`config.mk`:
```
export PLATFORM = sky130hd
export DESIGN_NAME = can_frame_slot_assigner
export DESIGN_NICKNAME = d
export VERILOG_FILES = /design/src/rtl/cfsa_pkg.sv /design/src/rtl/can_frame_slot_assigner.sv /design/src/rtl/cfsa_slot_table.sv
export VERILOG_INCLUDE_DIRS = /design/src /design/src/rtl
export SDC_FILE = /design/constraint.sdc
export NUM_CORES = 1
export LEC_CHECK = 0
export BUFFER_PORTS_ARGS = -buffer_cell sky130_fd_sc_hd__buf_2
export CAP_MARGIN = 20
export CORE_MARGIN = 5
export CORE_UTILIZATION = 62
export DETAILED_ROUTE_END_ITERATION = 12
export PLACE_DENSITY = 0.75
export SLEW_MARGIN = 10
export SYNTH_ARGS = -nofsm -noshare
export SYNTH_HDL_FRONTEND = slang
export SYNTH_HIERARCHICAL = 1
export SYNTH_SLANG_ARGS = --single-unit
```
`constraint.sdc`:
```
create_clock -name clk -period 5.84 [get_ports clk]
set_clock_uncertainty 0.2 [all_clocks]
set_input_delay 0.876 -clock clk [delete_from_list [all_inputs] [get_ports clk]]
set_output_delay 0.876 -clock clk [all_outputs]
set_load 0.05 [all_outputs]
```
`src/rtl/assert_macros.svh`:
```
// Assertion macros shared by the RTL of the CAN frame slot assigner.
// Expects clk and arst_n in the scope where a macro is used.
`ifndef ASSERT_MACROS_SVH
`define ASSERT_MACROS_SVH
`ifndef ASSERT_OFF
// Property must hold at every clock edge outside reset.
`define ASSERT_CLK(label, prop, msg) \
	label: assert property (@(posedge clk) disable iff (!arst_n) (prop)) else $error(msg);
// Condition must never be true outside reset.
`define ASSERT_NEVER(label, cond, msg) \
	label: assert property (@(posedge clk) disable iff (!arst_n) !(cond)) else $error(msg);
`else
`define ASSERT_CLK(label, prop, msg)
`define ASSERT_NEVER(label, cond, msg)
`endif
`endif

```
`src/rtl/cfsa_pkg.sv`:
```
// Package for the CAN frame slot assigner: constants, status codes and types.
// No dependencies; used by cfsa_slot_table and can_frame_slot_assigner.
package cfsa_pkg;

	localparam int NUM_SLOTS_DEF    = 16;
	localparam int NUM_OUTPUTS_DEF  = 32;
	localparam int DEFAULT_INTERVAL = 100;
	localparam int MAX_BITS         = 64;
	localparam int BITS_PER_BYTE    = 8;

	localparam logic CMD_CLEAR  = 1'b0;
	localparam logic CMD_ASSIGN = 1'b1;

	localparam logic [2:0] ST_MERGED  = 3'd0;
	localparam logic [2:0] ST_NEW     = 3'd1;
	localparam logic [2:0] ST_SKIPPED = 3'd2;
	localparam logic [2:0] ST_FULL    = 3'd3;
	localparam logic [2:0] ST_CLEARED = 3'd4;

	typedef struct packed {
		logic        ext;
		logic [15:0] ident;
		logic [4:0]  len_code;
		logic [15:0] period;
	} cfsa_slot_t;

	typedef struct packed {
		logic write;
		logic clear;
	} cfsa_tbl_ctl_t;

endpackage

```
`src/rtl/can_frame_slot_assigner.sv`:
```
// CAN frame slot assigner: an assign transaction scans the slot table one entry per cycle,
// merging into the first matching slot or taking the first free one. Depends on cfsa_pkg.
// Clear and skipped items go straight to the finish state; assign items scan until a match or
// the last slot, walking the single table read port one slot a cycle. A new item is accepted
// only once the last one has left the finish state, and output stalls hold it there.
// Reset empties the table and the output map at once through per-entry used bits.
`include "assert_macros.svh"
module can_frame_slot_assigner import cfsa_pkg::*; #(
	parameter int NUM_SLOTS   = NUM_SLOTS_DEF,
	parameter int NUM_OUTPUTS = NUM_OUTPUTS_DEF
) (
	input  logic        clk,
	input  logic        arst_n,
	input  logic        in_valid,
	output logic        in_stall,
	input  logic        cmd,
	input  logic [4:0]  output_index,
	input  logic        enabled,
	input  logic        extended,
	input  logic [15:0] frame_id,
	input  logic [5:0]  start_bit,
	input  logic [7:0]  bit_length,
	input  logic [15:0] interval,
	output logic        out_valid,
	input  logic        out_stall,
	output logic [2:0]  status,
	output logic [3:0]  slot,
	output logic [4:0]  slot_dlc,
	output logic [15:0] slot_interval
);

	localparam int SW = (NUM_SLOTS > 1) ? $clog2(NUM_SLOTS) : 1;
	localparam int CW = $clog2(NUM_SLOTS + 1);
	localparam int OW = (NUM_OUTPUTS > 1) ? $clog2(NUM_OUTPUTS) : 1;

	localparam logic [1:0] S_IDLE   = 2'd0;
	localparam logic [1:0] S_SCAN   = 2'd1;
	localparam logic [1:0] S_FINISH = 2'd2;

	logic [1:0]        state_q;
	logic [CW-1:0]     cnt_q;
	logic              cmp_vld_s1;
	logic [SW-1:0]     cmp_idx_s1;
	logic              free_found_q;
	logic [SW-1:0]     free_idx_q;

	// item registers
	logic              ext_q;
	logic [15:0]       id_q;
	logic [4:0]        dlc_q;
	logic [15:0]       iv_q;
	logic [4:0]        oidx_q;

	// pending result
	logic [2:0]        res_status_q;
	logic [SW-1:0]     res_idx_q;
	logic [4:0]        res_lc_q;
	logic [15:0]       res_iv_q;

	logic              out_valid_q;
	logic [2:0]        status_q;
	logic [3:0]        slot_q;
	logic [4:0]        slot_dlc_q;
	logic [15:0]       slot_interval_q;

	logic [SW-1:0]     map_mem [NUM_OUTPUTS];
	logic [NUM_OUTPUTS-1:0] map_vld_q;

	logic              accept;
	logic              skip;
	logic [6:0]        end_bit;
	logic [4:0]        dlc_new;
	logic              rd_en;
	cfsa_slot_t        rd_entry;
	logic              rd_used;
	logic              hit;
	logic              scan_last;
	logic              finish_go;
	logic              slot_write;
	cfsa_tbl_ctl_t     tbl_ctl;
	cfsa_slot_t        wr_entry;
	logic              map_in_range;
	logic [OW-1:0]     map_idx;

	assign accept   = in_valid && !in_stall;
	assign in_stall = (state_q != S_IDLE);

	assign skip    = !enabled || (bit_length == 8'd0) || (bit_length > 8'(MAX_BITS));
	assign end_bit = 7'(start_bit) + 7'(bit_length) - 7'd1;
	assign dlc_new = 5'(end_bit / 7'(BITS_PER_BYTE)) + 5'd1;

	assign rd_en     = (state_q == S_SCAN) && (cnt_q < CW'(NUM_SLOTS));
	assign hit       = cmp_vld_s1 && rd_used && (rd_entry.ext == ext_q)
		&& (rd_entry.ident == id_q);
	assign scan_last = cmp_vld_s1 && (cmp_idx_s1 == SW'(NUM_SLOTS - 1));

	assign finish_go  = (state_q == S_FINISH) && (!out_valid_q || !out_stall);
	assign slot_write = finish_go && ((res_status_q == ST_MERGED) || (res_status_q == ST_NEW));

	assign tbl_ctl.write = slot_write;
	assign tbl_ctl.clear = finish_go && (res_status_q == ST_CLEARED);
	assign wr_entry.ext      = ext_q;
	assign wr_entry.ident    = id_q;
	assign wr_entry.len_code = res_lc_q;
	assign wr_entry.period   = res_iv_q;

	assign map_in_range = (32'(oidx_q) < 32'(NUM_OUTPUTS));
	assign map_idx      = OW'(oidx_q);

	cfsa_slot_table #(
		.NUM_SLOTS(NUM_SLOTS)
	) u_table (
		.clk      (clk),
		.arst_n   (arst_n),
		.rd_en    (rd_en),
		.rd_addr  (cnt_q[SW-1:0]),
		.rd_entry (rd_entry),
		.rd_used  (rd_used),
		.ctl      (tbl_ctl),
		.wr_addr  (res_idx_q),
		.wr_entry (wr_entry)
	);

	// control
	always_ff @(posedge clk or negedge arst_n) begin
		if (!arst_n) begin
			state_q      <= S_IDLE;
			cnt_q        <= '0;
			cmp_vld_s1   <= 1'b0;
			free_found_q <= 1'b0;
			out_valid_q  <= 1'b0;
			map_vld_q    <= '0;
		end else begin
			if (finish_go) begin
				out_valid_q <= 1'b1;
			end else if (out_valid_q && !out_stall) begin
				out_valid_q <= 1'b0;
			end
			case (state_q)
				S_IDLE: begin
					if (accept) begin
						cnt_q        <= '0;
						cmp_vld_s1   <= 1'b0;
						free_found_q <= 1'b0;
						if (cmd == CMD_CLEAR || skip) begin
							state_q <= S_FINISH;
						end else begin
							state_q <= S_SCAN;
						end
					end
				end
				S_SCAN: begin
					cmp_vld_s1 <= rd_en;
					if (rd_en) begin
						cnt_q <= cnt_q + CW'(1);
					end
					if (cmp_vld_s1 && !rd_used && !free_found_q) begin
						free_found_q <= 1'b1;
					end
					if (hit || scan_last) begin
						state_q <= S_FINISH;
					end
				end
				S_FINISH: begin
					if (finish_go) begin
						state_q <= S_IDLE;
						if (res_status_q == ST_CLEARED) begin
							map_vld_q <= '0;
						end else if (map_in_range) begin
							map_vld_q[map_idx] <= slot_write;
						end
					end
				end
				default: begin
					state_q <= S_IDLE;
				end
			endcase
		end
	end

	// datapath
	always_ff @(posedge clk) begin
		cmp_idx_s1 <= cnt_q[SW-1:0];
		if (accept) begin
			ext_q     <= extended;
			id_q      <= frame_id;
			dlc_q     <= dlc_new;
			iv_q      <= (interval == 16'd0) ? 16'(DEFAULT_INTERVAL) : interval;
			oidx_q    <= output_index;
			res_idx_q <= '0;
			res_lc_q  <= '0;
			res_iv_q  <= '0;
			if (cmd == CMD_CLEAR) begin
				res_status_q <= ST_CLEARED;
			end else if (skip) begin
				res_status_q <= ST_SKIPPED;
			end else begin
				res_status_q <= ST_FULL;
			end
		end
		if (state_q == S_SCAN) begin
			if (cmp_vld_s1 && !rd_used && !free_found_q) begin
				free_idx_q <= cmp_idx_s1;
			end
			if (hit) begin
				res_status_q <= ST_MERGED;
				res_idx_q    <= cmp_idx_s1;
				res_lc_q     <= (rd_entry.len_code < dlc_q) ? dlc_q : rd_entry.len_code;
				res_iv_q     <= (rd_entry.period > iv_q) ? iv_q : rd_entry.period;
			end else if (scan_last && (free_found_q || !rd_used)) begin
				res_status_q <= ST_NEW;
				res_idx_q    <= free_found_q ? free_idx_q : cmp_idx_s1;
				res_lc_q     <= dlc_q;
				res_iv_q     <= iv_q;
			end
		end
		if (finish_go) begin
			status_q        <= res_status_q;
			slot_q          <= 4'(res_idx_q);
			slot_dlc_q      <= res_lc_q;
			slot_interval_q <= res_iv_q;
			if (slot_write && map_in_range) begin
				map_mem[map_idx] <= res_idx_q;
			end
		end
	end

	assign out_valid     = out_valid_q;
	assign status        = status_q;
	assign slot          = slot_q;
	assign slot_dlc      = slot_dlc_q;
	assign slot_interval = slot_interval_q;

	`ASSERT_CLK(a_accept_busy, accept |=> in_stall, "accepted transaction did not start work")
	`ASSERT_CLK(a_empty_result,
		out_valid && (status == ST_SKIPPED || status == ST_FULL || status == ST_CLEARED)
		|-> (slot == 4'd0 && slot_dlc == 5'd0 && slot_interval == 16'd0),
		"result without slot carries nonzero fields")
	`ASSERT_CLK(a_slot_result,
		out_valid && (status == ST_MERGED || status == ST_NEW)
		|-> (slot_dlc != 5'd0 && slot_dlc <= 5'd16 && slot_interval != 16'd0),
		"slot result has bad length code or interval")
	`ASSERT_NEVER(a_status_code, out_valid && status > ST_CLEARED, "undefined status code")

endmodule

```
`src/rtl/cfsa_slot_table.sv`:
```
// Slot table memory: one synchronous (registered) read port, one write port,
// and a used bit per slot that a clear empties at once. Depends on cfsa_pkg.
module cfsa_slot_table import cfsa_pkg::*; #(
	parameter int NUM_SLOTS = NUM_SLOTS_DEF,
	localparam int SW = (NUM_SLOTS > 1) ? $clog2(NUM_SLOTS) : 1
) (
	input  logic          clk,
	input  logic          arst_n,
	input  logic          rd_en,
	input  logic [SW-1:0] rd_addr,
	output cfsa_slot_t    rd_entry,
	output logic          rd_used,
	input  cfsa_tbl_ctl_t ctl,
	input  logic [SW-1:0] wr_addr,
	input  cfsa_slot_t    wr_entry
);

	cfsa_slot_t             mem [NUM_SLOTS];
	cfsa_slot_t             rd_entry_q;
	logic                   rd_used_q;
	logic [NUM_SLOTS-1:0]   used_q;

	always_ff @(posedge clk) begin
		if (ctl.write) begin
			mem[wr_addr] <= wr_entry;
		end
		if (rd_en) begin
			rd_entry_q <= mem[rd_addr];
		end
	end

	always_ff @(posedge clk or negedge arst_n) begin
		if (!arst_n) begin
			used_q    <= '0;
			rd_used_q <= 1'b0;
		end else begin
			if (ctl.clear) begin
				used_q <= '0;
			end else if (ctl.write) begin
				used_q[wr_addr] <= 1'b1;
			end
			if (rd_en) begin
				rd_used_q <= used_q[rd_addr];
			end
		end
	end

	assign rd_entry = rd_entry_q;
	assign rd_used  = rd_used_q;

endmodule

```
==> metrics <==
Final GP Congestion=0.785; critical path startpoint=state_q[0]; Setup CP Type=reg2reg; Syn Nets=1574; end of the critical path=u_table/mem[2][18]; H-Tree Depth=3; clock buffer depth=3; post-CTS setup buffers=0; reg-to-reg endpoint=u_table/mem[2][18]; Fin. Hold Viols=0; Clock power frac=39.3%; FILL cells=2913; initial antenna violation count=0; unrepaired setup endpoints after global routing=no; hold crit path type=in2async; row count=81; dominant synthesized flop cell=edfxtp_1; worst skew pair latency=0.62 ns; Post-Layout Cell Count=2321; switch share=22.8%; PwrDens=359 mW/mm^2; fraction of layout cells with a size suffix above 1=23.5%; Final Setup Violations=0; # IOs=88; critical-path cell list=nand2b_1 > nand2b_1 > nor3_1 > or3b_2 > nor2_4 > buf_4; internal cell power=0.00957 W; slowest library cell on the worst path=nor2_4; slack of the critical path=2.10 ns; period utilization=64.1%; CP max FO=20; library cells used by synthesis=60; All-Layer GR Usage=25.3%; 1st-iter DRT viols=1745; # DRC=0; CP startpoint kind=flop; WL/cell=28.9 um; fmax=267 MHz; Required @ worst endpoint=5.91 ns; Levels on crit path=6; most area-consuming cells after synthesis=edfxtp_1 (70%), mux4_2 (8.3%), mux4_1 (6.9%), dfrtp_1 (2.2%), dfxtp_1 (2.1%); Post-layout nets=1688; core region area=0.0491 sq mm; top-count cell post-synth=edfxtp_1; vias in the first global route=15.6k; Max Cap Violations=0; Slew @ Worst Pin=1.12 ns; worst path bufs/invs=1; Worst R2R Start=state_q[0]; die extent in x=233 um; Routed Antenna Nets=0; Reg clk slew, reported paths=0.06 ns; leakage power=11.3 nW; Vert. Die Dim=233 um; Worst path max stage delay=0.68 ns; Synth area leader=edfxtp_1; pin count of the biggest net entering global routing=103; sequential share of power=51.7%; switching power=0.00283 W; setup tns final=0 ns; dpl ws=1.88 ns; top cells by count, synth=edfxtp_1 (716), mux4_2 (113), mux4_1 (81); Root Buffer=clkbuf_16; Netlist Area Pre-Place=0.0308 sq mm; area share of the largest cell type after synthesis=69.8%; Critical Path Most Common Cell=nand2b_1; Worst Setup End Kind=flop; Post-synth EDFFs=716; TritonCTS buffer count=77; Seq/Total Area, Yosys=74.0%; Comb pwr share=8.9%; Syn Area/Cell=20.8 sq um; Arr. time, crit path=3.81 ns; crit-path leading delay family=simple AND/OR/NAND/NOR gates; flops & latches, synth=775; final WL=67000 um; status=finished clean; TritonRoute pass-1 iters=5; dpl hpwl=36000 um; via count=15.3k; TritonCTS Sinks=775; port bufs=82; Mapped Cells=1485; async set-reset flop share out of synthesis=3.48%; VDD IR max=282 uV; crit path time final=3.74 ns; headroom to the max-slew limit=25.2%; count of hold-fix buffers inserted at cts=0; Post-CTS Resized=0; CTS tree=done; Syn-to-layout area delta=12.1%; Slew Viols, Final=0; Ys Warns=6; R2R depth=6; worst reg2reg setup slack=2.10 ns; first-pass GRT wire length=100000 um; grt total ovfl=0; vias per cell=6.59; Starting Density=62.8%; # diodes=0; placed insts=2184; die footprint=0.0543 sq mm
## through the flow
stage | util, % | area [sq um] | hold WS, ns | total power, W
after CTS | 70.4 | 34500 | 0.0929 | 0.0125
after detailed placement | 65.4 | 32100 | 0.268 | 0.00764
after floorplan | - | 30800 | 0.231 | 0.00736
final | 70.4 | 34500 | 0.103 | 0.0124
after global routing | 70.4 | 34500 | 0.124 | 0.0128
after global placement | 65.4 | 32100 | 0.268 | 0.00761
## final cells by class
cell class | instances | area, sq um | share of cell area [%]
Inverter | 44 | 165 | 0.478
Tap cell | 664 | 831 | 2.40
Multi-Input combinational cell | 584 | 7530 | 21.8
Sequential cell | 775 | 22800 | 66.1
Clock buffer | 89 | 2010 | 5.83
Timing Repair Buffer | 117 | 711 | 2.06
Clock inverter | 48 | 464 | 1.34
## registers in the layout, indices dropped and copies added, names as in the netlist, 16 cells and up
signal and flops:
res_iv_q 16, slot_interval 16, u_table/rd_entry 38, iv_q 16
u_table/used_q 16, u_table/mem 608, id_q 16
## per-layer routing
metal  global-route usage [%]  up-vias  routed length (um)
met5                        0        -                   0
met4                     6.42        0                1690
met3                     5.28      128                5360
met2                     41.3      732               33300
met1                     36.0     7987               26700
li1                         -     6438                   -
## worst register-to-register path, cell delays in order (launching register included)
cell      delay [ns]
dfrtp_1         0.50
nand2b_1        0.21
nand2b_1        0.19
nor3_1          0.47
or3b_2          0.63
nor2_4          0.68
buf_4           0.51
## layout by cell type, fill, tap and decap left out, drive strengths merged, types with 13 or more instances in the layout
| cell | n |
|---|---|
| o21ai | 23 |
| edfxtp | 716 |
| a21oi | 13 |
| clkbuf | 89 |
| dfrtp | 27 |
| a2111oi | 32 |
| dfxtp | 32 |
| xor2 | 19 |
| a2bb2oi | 16 |
| nor2 | 59 |
| clkinv | 32 |
| nand2 | 51 |
| buf | 117 |
| mux4 | 194 |
| ha | 31 |
| nor3 | 23 |
| inv | 48 |
## power by group through the flow
stage | sequential, W | combinational (W) | clock, W
floorplan | 0.00656 | 0.000794 | 0
global placement | 0.00652 | 0.00109 | 0
detailed placement | 0.00653 | 0.00111 | 0
CTS | 0.00642 | 0.00112 | 0.00494
global route | 0.00644 | 0.00119 | 0.00520
finish | 0.00642 | 0.00111 | 0.00488
## cells by family (layout without fill, tap and decap cells)
kind of cell,count (synthesis),in the layout,share of synthesized area [%]
mux,204,204,15.5
flops,775,775,74.0
buf+inv,126,298,2.02
fa+ha+maj,31,31,1.26
simple gates,193,193,3.00
xor+xnor,27,27,0.767
compound gates,129,129,3.42
## how the worst min path moves through the flow
stage | startpoint | to | cells past startpoint
after global routing | arst_n | u_table/used_q[7] | 1
after floorplan | res_status_q[0] | status[0] | 0
final | arst_n | u_table/used_q[7] | 1
after CTS | arst_n | cnt_q[4] | 1
after global placement | cmp_idx_s1[1] | free_idx_q[1] | 0
after detailed placement | cmp_idx_s1[1] | free_idx_q[1] | 0
Note: power is estimated with default switching activity, not from simulation.
